==> config.mk <==
export PLATFORM = sky130hd
export DESIGN_NAME = tick_task_scheduler_table
export DESIGN_NICKNAME = d
export VERILOG_FILES = /design/src/design/tts_pkg.sv /design/src/design/tts_front.sv /design/src/design/tts_queue.sv /design/src/design/tts_back.sv /design/src/design/tick_task_scheduler_table.sv
export VERILOG_INCLUDE_DIRS = /design/src /design/src/design
export SDC_FILE = /design/constraint.sdc
export NUM_CORES = 1
export LEC_CHECK = 0
export BUFFER_PORTS_ARGS = -buffer_cell sky130_fd_sc_hd__buf_4
export CAP_MARGIN = 15
export CORE_MARGIN = 4
export CORE_UTILIZATION = 30
export DETAILED_ROUTE_END_ITERATION = 8
export MAX_ROUTING_LAYER = met4
export PLACE_DENSITY = 0.52
export SYNTH_ARGS = -nofsm -noshare
export SYNTH_HDL_FRONTEND = slang
export SYNTH_SLANG_ARGS = --single-unit
export TNS_END_PERCENT = 1
==> constraint.sdc <==
create_clock -name clk_i -period 16.9 [get_ports clk_i]
set_input_delay 0.845 -clock clk_i [delete_from_list [all_inputs] [get_ports clk_i]]
set_output_delay 0.845 -clock clk_i [all_outputs]
set_load 0.01 [all_outputs]
==> src/design/assert_macros.svh <==
// Assertion macros for the scheduler table RTL.
// Depends on a clock named clk_i and an active-low reset named rst_ni in scope.
`ifndef ASSERT_MACROS_SVH
`define ASSERT_MACROS_SVH

// expr must hold at every clock edge outside reset
`define ASSERT_ALWAYS(label, expr, msg) \
  label: assert property (@(posedge clk_i) disable iff (!rst_ni) (expr)) else $error(msg);

// when pre holds, post must hold in the same cycle
`define ASSERT_IMPLY(label, pre, post, msg) \
  label: assert property (@(posedge clk_i) disable iff (!rst_ni) (pre) |-> (post)) \
    else $error(msg);

`endif

==> src/design/tts_pkg.sv <==
// Shared types and constants for the tick task scheduler table.
// No dependencies; used by every module of the block.
`timescale 1ns / 1ps

package tts_pkg;

  localparam int NUM_SLOTS  = 8;
  localparam int TABLE_SIZE = (NUM_SLOTS < 8) ? NUM_SLOTS : 8;
  localparam int SLOT_W     = 3;
  localparam int HANDLE_W   = 16;
  localparam int TIME_W     = 16;
  localparam int RUNS_W     = 8;
  localparam int CMD_W      = 2;
  localparam int STATUS_W   = 2;
  localparam int QUEUE_DEPTH = 2;

  localparam logic [RUNS_W-1:0] RUNS_MAX = {RUNS_W{1'b1}};

  typedef enum logic [CMD_W-1:0] {
    CMD_TICK = 2'd0,
    CMD_ADD  = 2'd1,
    CMD_DEL  = 2'd2,
    CMD_DISP = 2'd3
  } cmd_e;

  typedef enum logic [STATUS_W-1:0] {
    ST_OK    = 2'd0,
    ST_FULL  = 2'd1,
    ST_EMPTY = 2'd2,
    ST_NONE  = 2'd3
  } status_e;

  typedef enum logic [1:0] {
    S_IDLE,
    S_TICK,
    S_DISP
  } state_e;

  // decoded command word as it sits in the queue
  typedef struct packed {
    cmd_e                cmd;
    logic                idx_bad;
    logic [SLOT_W-1:0]   idx;
    logic [HANDLE_W-1:0] handle;
    logic [TIME_W-1:0]   delay;
    logic [TIME_W-1:0]   period;
  } item_t;

  typedef struct packed {
    status_e             status;
    logic [SLOT_W-1:0]   slot;
    logic [HANDLE_W-1:0] handle;
    logic                last;
  } res_t;

  // single slot write per cycle
  typedef struct packed {
    logic                en;
    logic [SLOT_W-1:0]   idx;
    logic                valid;
    logic                handle_en;
    logic [HANDLE_W-1:0] handle;
    logic [TIME_W-1:0]   delay;
    logic [TIME_W-1:0]   period;
    logic [RUNS_W-1:0]   runs;
  } slot_wr_t;

endpackage

==> src/design/tts_front.sv <==
// Front end: takes command words off the input stream, decodes them and
// pushes them into the command queue. Depends on tts_pkg.
`timescale 1ns / 1ps

module tts_front (
  input  logic                        clk_i,
  input  logic                        rst_ni,
  input  logic                        in_valid_i,
  output logic                        in_ready_o,
  input  logic [tts_pkg::CMD_W-1:0]   in_cmd_i,
  input  logic [tts_pkg::SLOT_W-1:0]  in_idx_i,
  input  logic [tts_pkg::HANDLE_W-1:0] in_handle_i,
  input  logic [tts_pkg::TIME_W-1:0]  in_delay_i,
  input  logic [tts_pkg::TIME_W-1:0]  in_period_i,
  output logic                        push_o,
  input  logic                        push_ready_i,
  output tts_pkg::item_t              item_o
);

  logic           hold_q, hold_d;
  tts_pkg::item_t item_q, item_d;
  logic           accept;

  assign push_o     = hold_q;
  assign item_o     = item_q;
  assign in_ready_o = !hold_q || push_ready_i;
  assign accept     = in_valid_i && in_ready_o;

  always_comb begin
    hold_d = hold_q;
    item_d = item_q;
    if (accept) begin
      hold_d         = 1'b1;
      item_d.cmd     = tts_pkg::cmd_e'(in_cmd_i);
      // slot numbers past the table are flagged here so the back end never indexes them
      item_d.idx_bad = {1'b0, in_idx_i} >= (tts_pkg::SLOT_W+1)'(tts_pkg::TABLE_SIZE);
      item_d.idx     = in_idx_i;
      item_d.handle  = in_handle_i;
      item_d.delay   = in_delay_i;
      item_d.period  = in_period_i;
    end else if (push_ready_i) begin
      hold_d = 1'b0;
    end
  end

  always_ff @(posedge clk_i or negedge rst_ni) begin
    if (!rst_ni) begin
      hold_q <= 1'b0;
    end else begin
      hold_q <= hold_d;
    end
  end

  always_ff @(posedge clk_i) begin
    item_q <= item_d;
  end

endmodule

==> src/design/tts_queue.sv <==
// Short command queue between front and back end.
// Depends on tts_pkg.
`timescale 1ns / 1ps

module tts_queue (
  input  logic           clk_i,
  input  logic           rst_ni,
  input  logic           push_i,
  output logic           push_ready_o,
  input  tts_pkg::item_t push_item_i,
  output logic           pop_valid_o,
  input  logic           pop_i,
  output tts_pkg::item_t pop_item_o
);

  localparam int PtrW = $clog2(tts_pkg::QUEUE_DEPTH);
  localparam int CntW = $clog2(tts_pkg::QUEUE_DEPTH + 1);

  tts_pkg::item_t mem_q [tts_pkg::QUEUE_DEPTH];
  logic [PtrW-1:0] wr_ptr_q, wr_ptr_d, rd_ptr_q, rd_ptr_d;
  logic [CntW-1:0] cnt_q, cnt_d;
  logic            do_push, do_pop;

  assign push_ready_o = cnt_q != CntW'(tts_pkg::QUEUE_DEPTH);
  assign pop_valid_o  = cnt_q != '0;
  assign pop_item_o   = mem_q[rd_ptr_q];
  assign do_push      = push_i && push_ready_o;
  assign do_pop       = pop_i && pop_valid_o;

  function automatic logic [PtrW-1:0] ptr_inc(input logic [PtrW-1:0] p);
    ptr_inc = (p == PtrW'(tts_pkg::QUEUE_DEPTH - 1)) ? '0 : p + 1'b1;
  endfunction

  always_comb begin
    wr_ptr_d = do_push ? ptr_inc(wr_ptr_q) : wr_ptr_q;
    rd_ptr_d = do_pop ? ptr_inc(rd_ptr_q) : rd_ptr_q;
    cnt_d    = cnt_q;
    if (do_push && !do_pop) begin
      cnt_d = cnt_q + 1'b1;
    end else if (do_pop && !do_push) begin
      cnt_d = cnt_q - 1'b1;
    end
  end

  always_ff @(posedge clk_i or negedge rst_ni) begin
    if (!rst_ni) begin
      wr_ptr_q <= '0;
      rd_ptr_q <= '0;
      cnt_q    <= '0;
    end else begin
      wr_ptr_q <= wr_ptr_d;
      rd_ptr_q <= rd_ptr_d;
      cnt_q    <= cnt_d;
    end
  end

  always_ff @(posedge clk_i) begin
    if (do_push) begin
      mem_q[wr_ptr_q] <= push_item_i;
    end
  end

endmodule

==> src/design/tts_back.sv <==
// Back end: holds the slot table, executes queued commands by walking the slots one per cycle
// (a slot with a result waits while the output is stalled), drives the registered result. Depends on tts_pkg.
`timescale 1ns / 1ps

module tts_back (
  input  logic           clk_i,
  input  logic           rst_ni,
  input  logic           cmd_valid_i,
  output logic           cmd_pop_o,
  input  tts_pkg::item_t cmd_i,
  output logic           busy_o,
  output logic           res_valid_o,
  input  logic           res_ready_i,
  output tts_pkg::res_t  res_o
);

  localparam int N = tts_pkg::TABLE_SIZE;
  localparam logic [tts_pkg::SLOT_W-1:0] LastSlot = tts_pkg::SLOT_W'(N - 1);

  logic [N-1:0]                 valid_q;
  logic [tts_pkg::HANDLE_W-1:0] handle_q [N];
  logic [tts_pkg::TIME_W-1:0]   delay_q  [N];
  logic [tts_pkg::TIME_W-1:0]   period_q [N];
  logic [tts_pkg::RUNS_W-1:0]   runs_q   [N];

  tts_pkg::state_e             state_q, state_d;
  logic [tts_pkg::SLOT_W-1:0]  ptr_q, ptr_d;
  logic                        res_valid_q, res_valid_d;
  tts_pkg::res_t               res_q, res_d;

  logic [N-1:0]                pend;
  logic                        out_free;
  logic                        table_full;
  logic [tts_pkg::SLOT_W-1:0]  free_idx;
  logic                        later_pend;
  tts_pkg::slot_wr_t           wr;
  logic                        emit;

  // current slot under the walk pointer
  logic [tts_pkg::HANDLE_W-1:0] cur_handle;
  logic [tts_pkg::TIME_W-1:0]   cur_delay, cur_period;
  logic [tts_pkg::RUNS_W-1:0]   cur_runs;

  assign cur_handle = handle_q[ptr_q];
  assign cur_delay  = delay_q[ptr_q];
  assign cur_period = period_q[ptr_q];
  assign cur_runs   = runs_q[ptr_q];

  assign out_free    = !res_valid_q || res_ready_i;
  assign table_full  = &valid_q;
  assign busy_o      = state_q != tts_pkg::S_IDLE;
  assign res_valid_o = res_valid_q;
  assign res_o       = res_q;

  always_comb begin
    for (int s = 0; s < N; s++) begin
      pend[s] = valid_q[s] && (runs_q[s] != '0);
    end
  end

  always_comb begin
    free_idx = '0;
    for (int s = N - 1; s >= 0; s--) begin
      if (!valid_q[s]) begin
        free_idx = tts_pkg::SLOT_W'(s);
      end
    end
  end

  always_comb begin
    later_pend = 1'b0;
    for (int s = 0; s < N; s++) begin
      if (tts_pkg::SLOT_W'(s) > ptr_q && pend[s]) begin
        later_pend = 1'b1;
      end
    end
  end

  always_comb begin
    state_d   = state_q;
    ptr_d     = ptr_q;
    cmd_pop_o = 1'b0;
    emit      = 1'b0;
    res_d     = res_q;
    wr        = '0;
    wr.idx    = ptr_q;

    unique case (state_q)
      tts_pkg::S_IDLE: begin
        if (cmd_valid_i && out_free) begin
          cmd_pop_o = 1'b1;
          unique case (cmd_i.cmd)
            tts_pkg::CMD_TICK: begin
              state_d = tts_pkg::S_TICK;
              ptr_d   = '0;
            end
            tts_pkg::CMD_ADD: begin
              emit = 1'b1;
              if (table_full) begin
                res_d = '{status: tts_pkg::ST_FULL, slot: '0, handle: '0, last: 1'b1};
              end else begin
                wr.en        = 1'b1;
                wr.idx       = free_idx;
                wr.valid     = 1'b1;
                wr.handle_en = 1'b1;
                wr.handle    = cmd_i.handle;
                wr.delay     = cmd_i.delay;
                wr.period    = cmd_i.period;
                wr.runs      = '0;
                res_d = '{status: tts_pkg::ST_OK, slot: free_idx, handle: '0, last: 1'b1};
              end
            end
            tts_pkg::CMD_DEL: begin
              emit = 1'b1;
              if (cmd_i.idx_bad || !valid_q[cmd_i.idx]) begin
                res_d = '{status: tts_pkg::ST_EMPTY, slot: cmd_i.idx, handle: '0,
                          last: 1'b1};
              end else begin
                wr.en  = 1'b1;
                wr.idx = cmd_i.idx;
                res_d = '{status: tts_pkg::ST_OK, slot: cmd_i.idx, handle: '0, last: 1'b1};
              end
            end
            tts_pkg::CMD_DISP: begin
              if (pend == '0) begin
                emit  = 1'b1;
                res_d = '{status: tts_pkg::ST_NONE, slot: '0, handle: '0, last: 1'b1};
              end else begin
                state_d = tts_pkg::S_DISP;
                ptr_d   = '0;
              end
            end
            default: ;
          endcase
        end
      end

      tts_pkg::S_TICK: begin
        // last slot also sends the result, so it waits for the output register
        if (ptr_q != LastSlot || out_free) begin
          if (valid_q[ptr_q]) begin
            wr.en        = 1'b1;
            wr.valid     = 1'b1;
            wr.period    = cur_period;
            wr.runs      = cur_runs;
            if (cur_delay == '0) begin
              if (cur_runs != tts_pkg::RUNS_MAX) begin
                wr.runs = cur_runs + 1'b1;
              end
              wr.delay = cur_period;
            end else begin
              wr.delay = cur_delay - 1'b1;
            end
          end
          if (ptr_q == LastSlot) begin
            emit    = 1'b1;
            res_d   = '{status: tts_pkg::ST_OK, slot: '0, handle: '0, last: 1'b1};
            state_d = tts_pkg::S_IDLE;
          end else begin
            ptr_d = ptr_q + 1'b1;
          end
        end
      end

      tts_pkg::S_DISP: begin
        if (!pend[ptr_q]) begin
          ptr_d = ptr_q + 1'b1;
        end else if (out_free) begin
          emit  = 1'b1;
          res_d = '{status: tts_pkg::ST_OK, slot: ptr_q, handle: cur_handle,
                    last: !later_pend};
          wr.en = 1'b1;
          // one-shot tasks leave the table on dispatch
          if (cur_period != '0) begin
            wr.valid  = 1'b1;
            wr.delay  = cur_delay;
            wr.period = cur_period;
            wr.runs   = cur_runs - 1'b1;
          end
          if (!later_pend) begin
            state_d = tts_pkg::S_IDLE;
          end else begin
            ptr_d = ptr_q + 1'b1;
          end
        end
      end

      default: state_d = tts_pkg::S_IDLE;
    endcase

    if (emit) begin
      res_valid_d = 1'b1;
    end else if (res_ready_i) begin
      res_valid_d = 1'b0;
    end else begin
      res_valid_d = res_valid_q;
    end
  end

  always_ff @(posedge clk_i or negedge rst_ni) begin
    if (!rst_ni) begin
      state_q     <= tts_pkg::S_IDLE;
      ptr_q       <= '0;
      res_valid_q <= 1'b0;
    end else begin
      state_q     <= state_d;
      ptr_q       <= ptr_d;
      res_valid_q <= res_valid_d;
    end
  end

  always_ff @(posedge clk_i) begin
    if (emit) begin
      res_q <= res_d;
    end
  end

  always_ff @(posedge clk_i or negedge rst_ni) begin
    if (!rst_ni) begin
      valid_q <= '0;
      for (int s = 0; s < N; s++) begin
        delay_q[s]  <= '0;
        period_q[s] <= '0;
        runs_q[s]   <= '0;
      end
    end else if (wr.en) begin
      valid_q[wr.idx]  <= wr.valid;
      delay_q[wr.idx]  <= wr.delay;
      period_q[wr.idx] <= wr.period;
      runs_q[wr.idx]   <= wr.runs;
    end
  end

  always_ff @(posedge clk_i) begin
    if (wr.en && wr.handle_en) begin
      handle_q[wr.idx] <= wr.handle;
    end
  end

endmodule

==> src/design/tick_task_scheduler_table.sv <==
// Tick task scheduler table, top level.
// Command stream in, result stream out; commands are decoded by the front
// end, queued, and executed against an eight-slot task table by the back end.
// Channels: s_axis carries one command word (tuser = command), m_axis one
// result word (tuser = status, tlast = final result of the command).
// Add, delete and an empty dispatch pass through the front register, the
// queue and the result register. A tick walks all eight slots, one per
// cycle, waits at the last slot for a free output and answers with one word.
// A dispatch walks the slots from 0 up, one per cycle, waiting at each
// pending slot for a free output; one word per pending slot.
// Throughput: one command in the back end at a time, so add/delete run at
// one per cycle while the output is not stalled; a tick or a dispatch holds
// the back end for its whole walk through the single table write port.
// The queue holds two commands plus one in the front register, so the
// input keeps taking words while a result waits on the output.
// Reset: table cleared (no valid slots, all counts zero), queue empty.
// When the receiver stalls, the result word holds and the back end stops
// at the next result; commands back up into the queue, then tready drops.
`timescale 1ns / 1ps
`include "assert_macros.svh"

module tick_task_scheduler_table (
  input  logic        clk_i,
  input  logic        rst_ni,
  input  logic        s_axis_tvalid_i,
  output logic        s_axis_tready_o,
  // [2:0] slot_index, [18:3] task_handle, [34:19] start_delay,
  // [50:35] repeat_period, [55:51] zero
  input  logic [55:0] s_axis_tdata_i,
  // [1:0] command
  input  logic [1:0]  s_axis_tuser_i,
  output logic        m_axis_tvalid_o,
  input  logic        m_axis_tready_i,
  // [2:0] result_slot, [18:3] result_handle, [23:19] zero
  output logic [23:0] m_axis_tdata_o,
  // [1:0] status
  output logic [1:0]  m_axis_tuser_o,
  // last_result
  output logic        m_axis_tlast_o
);

  logic           fr_push, q_ready, q_valid, q_pop, bk_busy;
  logic           err_word, bk_active;
  tts_pkg::item_t fr_item, q_item;
  tts_pkg::res_t  res;

  tts_front u_front (
    .clk_i        (clk_i),
    .rst_ni       (rst_ni),
    .in_valid_i   (s_axis_tvalid_i),
    .in_ready_o   (s_axis_tready_o),
    .in_cmd_i     (s_axis_tuser_i),
    .in_idx_i     (s_axis_tdata_i[2:0]),
    .in_handle_i  (s_axis_tdata_i[18:3]),
    .in_delay_i   (s_axis_tdata_i[34:19]),
    .in_period_i  (s_axis_tdata_i[50:35]),
    .push_o       (fr_push),
    .push_ready_i (q_ready),
    .item_o       (fr_item)
  );

  tts_queue u_queue (
    .clk_i        (clk_i),
    .rst_ni       (rst_ni),
    .push_i       (fr_push),
    .push_ready_o (q_ready),
    .push_item_i  (fr_item),
    .pop_valid_o  (q_valid),
    .pop_i        (q_pop),
    .pop_item_o   (q_item)
  );

  tts_back u_back (
    .clk_i       (clk_i),
    .rst_ni      (rst_ni),
    .cmd_valid_i (q_valid),
    .cmd_pop_o   (q_pop),
    .cmd_i       (q_item),
    .busy_o      (bk_busy),
    .res_valid_o (m_axis_tvalid_o),
    .res_ready_i (m_axis_tready_i),
    .res_o       (res)
  );

  assign m_axis_tdata_o = {5'b0, res.handle, res.slot};
  assign m_axis_tuser_o = res.status;
  assign m_axis_tlast_o = res.last;

  assign err_word  = m_axis_tvalid_o && m_axis_tuser_o != tts_pkg::ST_OK;
  assign bk_active = q_valid || bk_busy;

  // error and idle answers are always the only word of their command
  `ASSERT_IMPLY(a_err_is_last, err_word, m_axis_tlast_o, "status word without tlast")
  `ASSERT_IMPLY(a_err_no_handle, err_word, m_axis_tdata_o[18:3] == '0, "status word has handle")
  // a new result needs a command in the queue or a walk in progress
  `ASSERT_IMPLY(a_res_has_cause, $rose(m_axis_tvalid_o), $past(bk_active), "result without cause")

endmodule

* Word level (Yosys, flattened, before mapping) *
Memory sizes are Yosys's and may differ from the RTL's.
Cells that the tools add are included.

storage, ports and cells
  ROM bits = 0
  latch bits = 0
  register bits after elaboration = 414
  memories kept = 2
  memory bits (writable) = 234

operators by class
  multipliers = 0
  bitwise operators = 2
  div/mod/pow operators = 0
  $lt $le $gt $ge = 15
  add/sub/neg operators = 8
  multiplexer cells = 114
  equality and inequality tests = 22
  reduce and logical (&&, ||, !) cells = 58
  shift operators = 0

memories
  name             depth  width  rd ports  clocked after Yosys merged registers in  write ports  line             source
  u_back.handle_q  8      16     1         0                                        1            tts_back.sv:21   logic [tts_pkg::HANDLE_W-1:0] handle_q [N];
  u_queue.mem_q    2      53     1         0                                        1            tts_queue.sv:19  tts_pkg::item_t mem_q [tts_pkg::QUEUE_DEPTH];

operator list
  kind                                     count
  bitwise mux 128 bit                      2
  2-to-1 mux 40 bit                        5
  2-to-1 mux 22 bit                        7
  one-hot mux 22 bit (3 select lines)      2
  2-to-1 mux 62 bit                        2
  one-hot mux 40 bit (3 select lines)      1
  binary-select mux 16 bit (select 3 bit)  2
  2-to-1 mux 16 bit                        6
  bitwise mux 64 bit                       1
  nonzero test 8 bit                       8
  2-to-1 mux 58 bit                        1
  demux 16 bit (select 3 bit)              1
  2-to-1 mux 3 bit                         16
  2-to-1 mux 8 bit                         5
  2-to-1 mux 1 bit                         35
  logical AND 1 bit                        25
  binary-select mux 8 bit (select 3 bit)   1
  demux 8 bit (select 3 bit)               1
  AND reduction 8 bit                      3
  2-to-1 mux 21 bit                        1
  2-to-1 mux 2 bit                         9
  2-to-1 mux 17 bit                        1
  logical NOT 16 bit                       1
  nonzero test 16 bit                      1
  other kinds (44)                         82

* Longest topological paths before layout *
  depth in word-level cells = 18
  mapped depth = 16

* Hierarchy *
From an unflattened synthesis, not the netlist that was laid out.

unflattened totals
  cells, all modules = 2302
  area, all modules = 29394.4 µm²

modules (own cells, without submodules)
  module                     instances  area each (µm²)  cells each  seq. area each (µm²)
  tts_back                   1          23356.2          2051        12862.3
  tts_queue                  1          4340.4           186         3343.2
  tts_front                  1          1656.6           59          1616.6
  tick_task_scheduler_table  1          41.3             6           0.0

* Least setup slack after synthesis *
Ideal clock, no wire load.

  kind = register to register
  start = reg u_queue.rd_ptr_q
  end = reg u_back.res_q, in the netlist u_back.res_o[0] (enable)
  clock period less this slack = 6.622 ns
  path slack = 10.278 ns
  stages on the path, launching flop included = 11
  data arrival time = 6.101 ns
  buffers on the path = 3
  path through = dfrtp_1 buf_2 buf_1 buf_1 mux2i_1 inv_1 ha_1 nor4b_1 o21ai_0 a21o_1 a2111oi_0

between the ends
  longest elaborated chain between the ends = 7
  elaborated cells between the ends (all ways) = 11

ends and longest elaborated chain
  what                                                            line             source
  from (decl)                                                     tts_queue.sv:20  logic [PtrW-1:0] wr_ptr_q, wr_ptr_d, rd_ptr_q, rd_ptr_d;
  from (signal assigned)                                          tts_queue.sv:52  rd_ptr_q <= rd_ptr_d;
  memory read (2 x 53 bit) (*)                                    n/a
  == test 2 x 1 -> 1 bit / == test 2 bit (equally long branches)  tts_back.sv:92   unique case (cmd_i.cmd)
  OR reduction 2 bit (no line)                                    n/a
  one-hot mux 1 bit (2 select lines)                              tts_back.sv:92
  2-to-1 mux 1 bit                                                tts_back.sv:90   if (cmd_valid_i && out_free) begin
  one-hot mux 1 bit (3 select lines)                              tts_back.sv:88   unique case (state_q)
  AND reduction 9 bit (no line) (*)                               n/a
  to (signal assigned)                                            tts_back.sv:214  res_q <= res_d;
  to (decl)                                                       tts_back.sv:29   tts_pkg::res_t res_q, res_d;

Mark *: on every way between the ends. The rest lies on a longest branch, timed or not.
A chain may end at the register's enable or synchronous reset.

* Worst setup path after layout *
  start = reg u_back.ptr_q[2] in the netlist's numbering
  end = mem u_back.handle_q[0][8] in the netlist's numbering (enable)

between the ends
  longest elaborated chain between the ends = 8
  elaborated cells between the ends (all ways) = 18

ends and longest elaborated chain
  what                                    line             source
  from (decl)                             tts_back.sv:27   logic [tts_pkg::SLOT_W-1:0] ptr_q, ptr_d;
  from (signal assigned)                  tts_back.sv:207  ptr_q <= ptr_d;
  binary-select mux 1 bit (select 3 bit)  tts_back.sv:141  if (valid_q[ptr_q]) begin
  2-to-1 mux 1 bit (implied by the code)  tts_back.sv:141
  2-to-1 mux 1 bit                        tts_back.sv:141
  2-to-1 mux 1 bit                        tts_back.sv:140  if (ptr_q != LastSlot || out_free) begin
  one-hot mux 1 bit (3 select lines)      tts_back.sv:88
  logical AND 1 bit                       tts_back.sv:235  if (wr.en && wr.handle_en) begin
  2-to-1 mux 1 bit                        tts_back.sv:235
  2-to-1 mux 1 bit (implied by the code)  tts_back.sv:236  handle_q[wr.idx] <= wr.handle;
  to (decl)                               tts_back.sv:21

Parallel ways exist; a longest one is shown, timed or not. The select of a mux whose other input is x is not followed.

==> qor.csv <==
stage;metric;value;unit
timing;worst slew pin tran;1.10;ns
floorplan;io pins;91;
synth;synth warn;0;
synth;most numerous cell in the Yosys netlist;dfrtp_1;
worst_setup_path;crit-path cells;clkinv_1 > buf_4 > nand2_1 > o32ai_1 > or3_1 > nor4_4 > o211ai_2 > or3_4 > nor2_1 > buf_4;
clocking;CTS-repair resized insts;0;
clocking;Clock Sinks;648;
synth;Mapped Avg Cell Area;16.1;um^2
timing;Final Cycle Share;33.8;%
timing;final setup fails;0;
timing;Min Hold Slack;0.381;ns
pwr;LEAKAGE;13.7;nW
timing;count of final hold-check violations;0;
place;PortBufs;80;
synth;synth top area cells;edfxtp_1 32%, dfrtp_1 29%, mux4_2 8.7%;
synth;EDFF count, synth;309;
grt;largest net degree at the start of global routing;160;
detailed_routing;TritonRoute pass-1 iters;5;
timing;clk_skew;0.0245;ns
synth;Synth area leader;edfxtp_1;
detailed_routing;Via-to-Cell Ratio;5.01;
place;hpwl dp;44200;um
synth;Cells after Synth;1809;
clocking;htree depth;3;
finish;post-layout util;34.9;%
clocking;CTS Hold Buffers Added;0;
detailed_routing;WL final;72300;um
finish;layout cells sized above 1;32.0;%
run;Max-Cap Viols;0;
synth;asr flop ratio synth;52.3;%
worst_setup_path;worst path required time;17.22;ns
detailed_routing;drc violations;0;
worst_setup_path;Critical-path top delay cell;nor2_1;
worst_setup_path;Crit path arrival time;6.03;ns
clocking;Clock Latency Late Sink;0.62;ns
timing;RSZ-0062 raised after global routing;no;
clocking;Inserted Clock Buffers;70;
worst_setup_path;Crit Path Category;reg2reg;
grt;first-pass GRT wire length;111000;um
synth;synthesized cell area;0.0291;mm^2
synth;Most used DFF post-synth;dfrtp_1;
clocking;CTS tree;done;
synth;FF+latch count, synth;648;
synth;Seq/Total Area, Yosys;61.1;%
floorplan;die area;0.102;mm^2
floorplan;die width;319;um
synth;top cell type's share of synthesized area;31.9;%
floorplan;Cell Rows;113;
timing;slew margin rel.;26.4;%
worst_hold_path;class of the worst hold path;in2async;
finish;# fillers;9175;
floorplan;Initial Utilization;30.4;%
detailed_routing;Antenna Nets Post-Route;0;
grt;initial antenna violation count;2;
worst_setup_path;Max stage delay on crit path;0.91;ns
outcome;outcome;complete, no violations;
synth;Synth top cells by count;339 x dfrtp_1, 309 x edfxtp_1, 211 x mux2_2, 125 x mux2_1, 112 x mux4_2;
pwr;pwr/cell area;171;mW/mm^2
timing;minimum clock period;5.71;ns
grt;GRT overflow;0;
floorplan;die height;319;um
clocking;Setup Buffers After CTS;0;
clocking;Clock Path Buffers;3;
worst_setup_path;crit end category;register;
grt;GRT Total Usage;14.6;%
clocking;Reg clk slew, reported paths;0.06;ns
detailed_routing;wire per inst;22.5;um
pwr;VDD IR max;0.0990;mV
place;final RePlAce weighted congestion;0.793;
worst_setup_path;Worst setup SP type;register;
worst_setup_path;most frequent cell on the critical path;buf_4;
worst_setup_path;Max FO, Critical Path;42;
finish;Area Overhead vs Synth;14.7;%
clocking;Root Driver;clkbuf_16;
detailed_routing;routed via count;16100;
finish;fin nets;1977;
timing;Final Slew Violations;0;
detailed_routing;number of DRC markers in iteration 0;803;
timing;fmax;175;MHz
floorplan;core area;0.0956;mm^2
timing;final setup TNS;0;ns
grt;number of global-route vias before repair;17500;
synth;post-synth cell types;92;
[power by group]
group	switching [mW]	internal, mW	total, mW
logic	1.17	0.788	1.96
registers	0.199	2.01	2.21
clock network	0.635	0.900	1.53
total	2.01	3.70	5.71
[per-layer routing]
metal  global-route usage [%]  vias to the layer above  share of wire, %
li1                         -                     7204                 -
met1                     19.2                     8514                46
met2                     23.4                      304                49
met3                     2.31                      112               3.7
met4                     4.13                        0               2.2
met5                        -                        -                 0
[registers in the layout, indices dropped and copies added (netlist names)]
signal              cells
u_back.valid_q          8
u_back.delay_q        128
u_queue.cnt_q           2
u_back.runs_q          64
u_back.ptr_q            3
u_queue.rd_ptr_q        1
u_back.state_q          2
u_queue.wr_ptr_q        1
u_back.res_valid_o      1
u_front.push_o          1
u_queue.mem_q         106
u_front.item_o         53
u_back.handle_q       128
u_back.res_o           22
u_back.period_q       128
[final timing paths]
kind	startpoint	end	slack [ns]	depth (start not counted)
setup / recovery	u_back.ptr_q[2]$_DFFE_PN0P_	u_back.handle_q[0][8]$_DFFE_PP_	11.19	10
hold / removal	rst_ni	u_back.runs_q[25]$_DFFE_PN0P_	0.38	1
setup reg to reg	u_back.ptr_q[2]$_DFFE_PN0P_	u_back.handle_q[0][8]$_DFFE_PP_	11.19	10
hold reg to reg	u_front.item_o[8]$_DFFE_PP_	u_queue.mem_q[0][8]$_DFFE_PP_	0.44	0
max in group asynchronous	rst_ni	u_queue.rd_ptr_q$_DFFE_PN0P_	15.00	2
min in group clk_i	s_axis_tdata_i[32]	u_front.item_o[29]$_DFFE_PP_	0.40	1
[metrics by stage]
| step | total power, mW | setup slack [ns] | cells | instance area, um^2 |
|---|---|---|---|---|
| 2_1_floorplan | 3.63 | 10.28 | 1813 | 29100 |
| 6_report | 5.71 | 11.19 | 3218 | 33400 |
| 4_1_cts | 5.79 | 11.06 | 3216 | 33400 |
| 3_5_place_dp | 4.23 | 11.09 | 3091 | 31100 |
| 3_3_place_gp | 4.17 | 11.15 | 3091 | 31100 |
| 5_1_grt | 6.04 | 10.77 | 3218 | 33400 |
[logic make-up (layout without fill, tap and decap cells)]
| family | after synthesis | in the layout | synth area share [%] |
|---|---|---|---|
| DFF | 648 | 648 | 61.1 |
| muxes | 553 | 553 | 25.6 |
| and+or+nand+nor | 274 | 274 | 4.97 |
| AOI/OAI and AO/OA | 173 | 173 | 4.75 |
| buffers and inverters | 126 | 264 | 2.33 |
| adders and majority gates | 17 | 17 | 0.731 |
| xor gates and xnor gates | 17 | 17 | 0.512 |
| other | 1 | 7 | 0.0129 |
[critical path, delay by kind of cell (launching register included)]
kind	cells	cell delay [ns]
AOI/OAI and AO/OA	2	0.37
buffers and inverters	3	1.34
DFF	1	0.72
and+or+nand+nor	5	2.92
[placed cells by master, fill, tap and decap left out, types with 6 or more instances in the layout]
cell / instances
clkbuf_16: 70
o221ai_2: 9
clkbuf_1: 16
nor4_1: 11
ha_1: 17
nor2_1: 67
mux2i_4: 6
inv_1: 17
a21boi_0: 6
o21ai_0: 16
a31oi_1: 8
a211oi_1: 6
a21oi_1: 41
o32ai_2: 9
buf_4: 117
mux4_2: 112
and2_1: 9
or4b_2: 6
nand2_1: 75
o22ai_1: 7
nor2b_1: 8
nand4_1: 7
nor3_1: 12
or4_1: 12
nand2b_1: 10
dfrtp_1: 335
mux2i_1: 92
mux2_2: 211
o32ai_1: 8
bufinv_16: 8
clkinv_1: 13
mux2i_2: 7
edfxtp_1: 309
o21ai_1: 10
mux2_1: 125
xnor2_1: 12
clkinv_2: 10
nand3_1: 17
[final cells by class]
cell class	instances	area (um^2)	area share, %
multi-input cells	1039	10700	32.2
inverters	20	76.3	0.229
flip-flops and latches	648	17800	53.3
clock inverters	37	429	1.29
repair buffers	119	913	2.74
clock buffers	88	1840	5.51
diodes	2	5.00	0.0150
well taps	1265	1580	4.75
(Power assumes the default switching activity.)
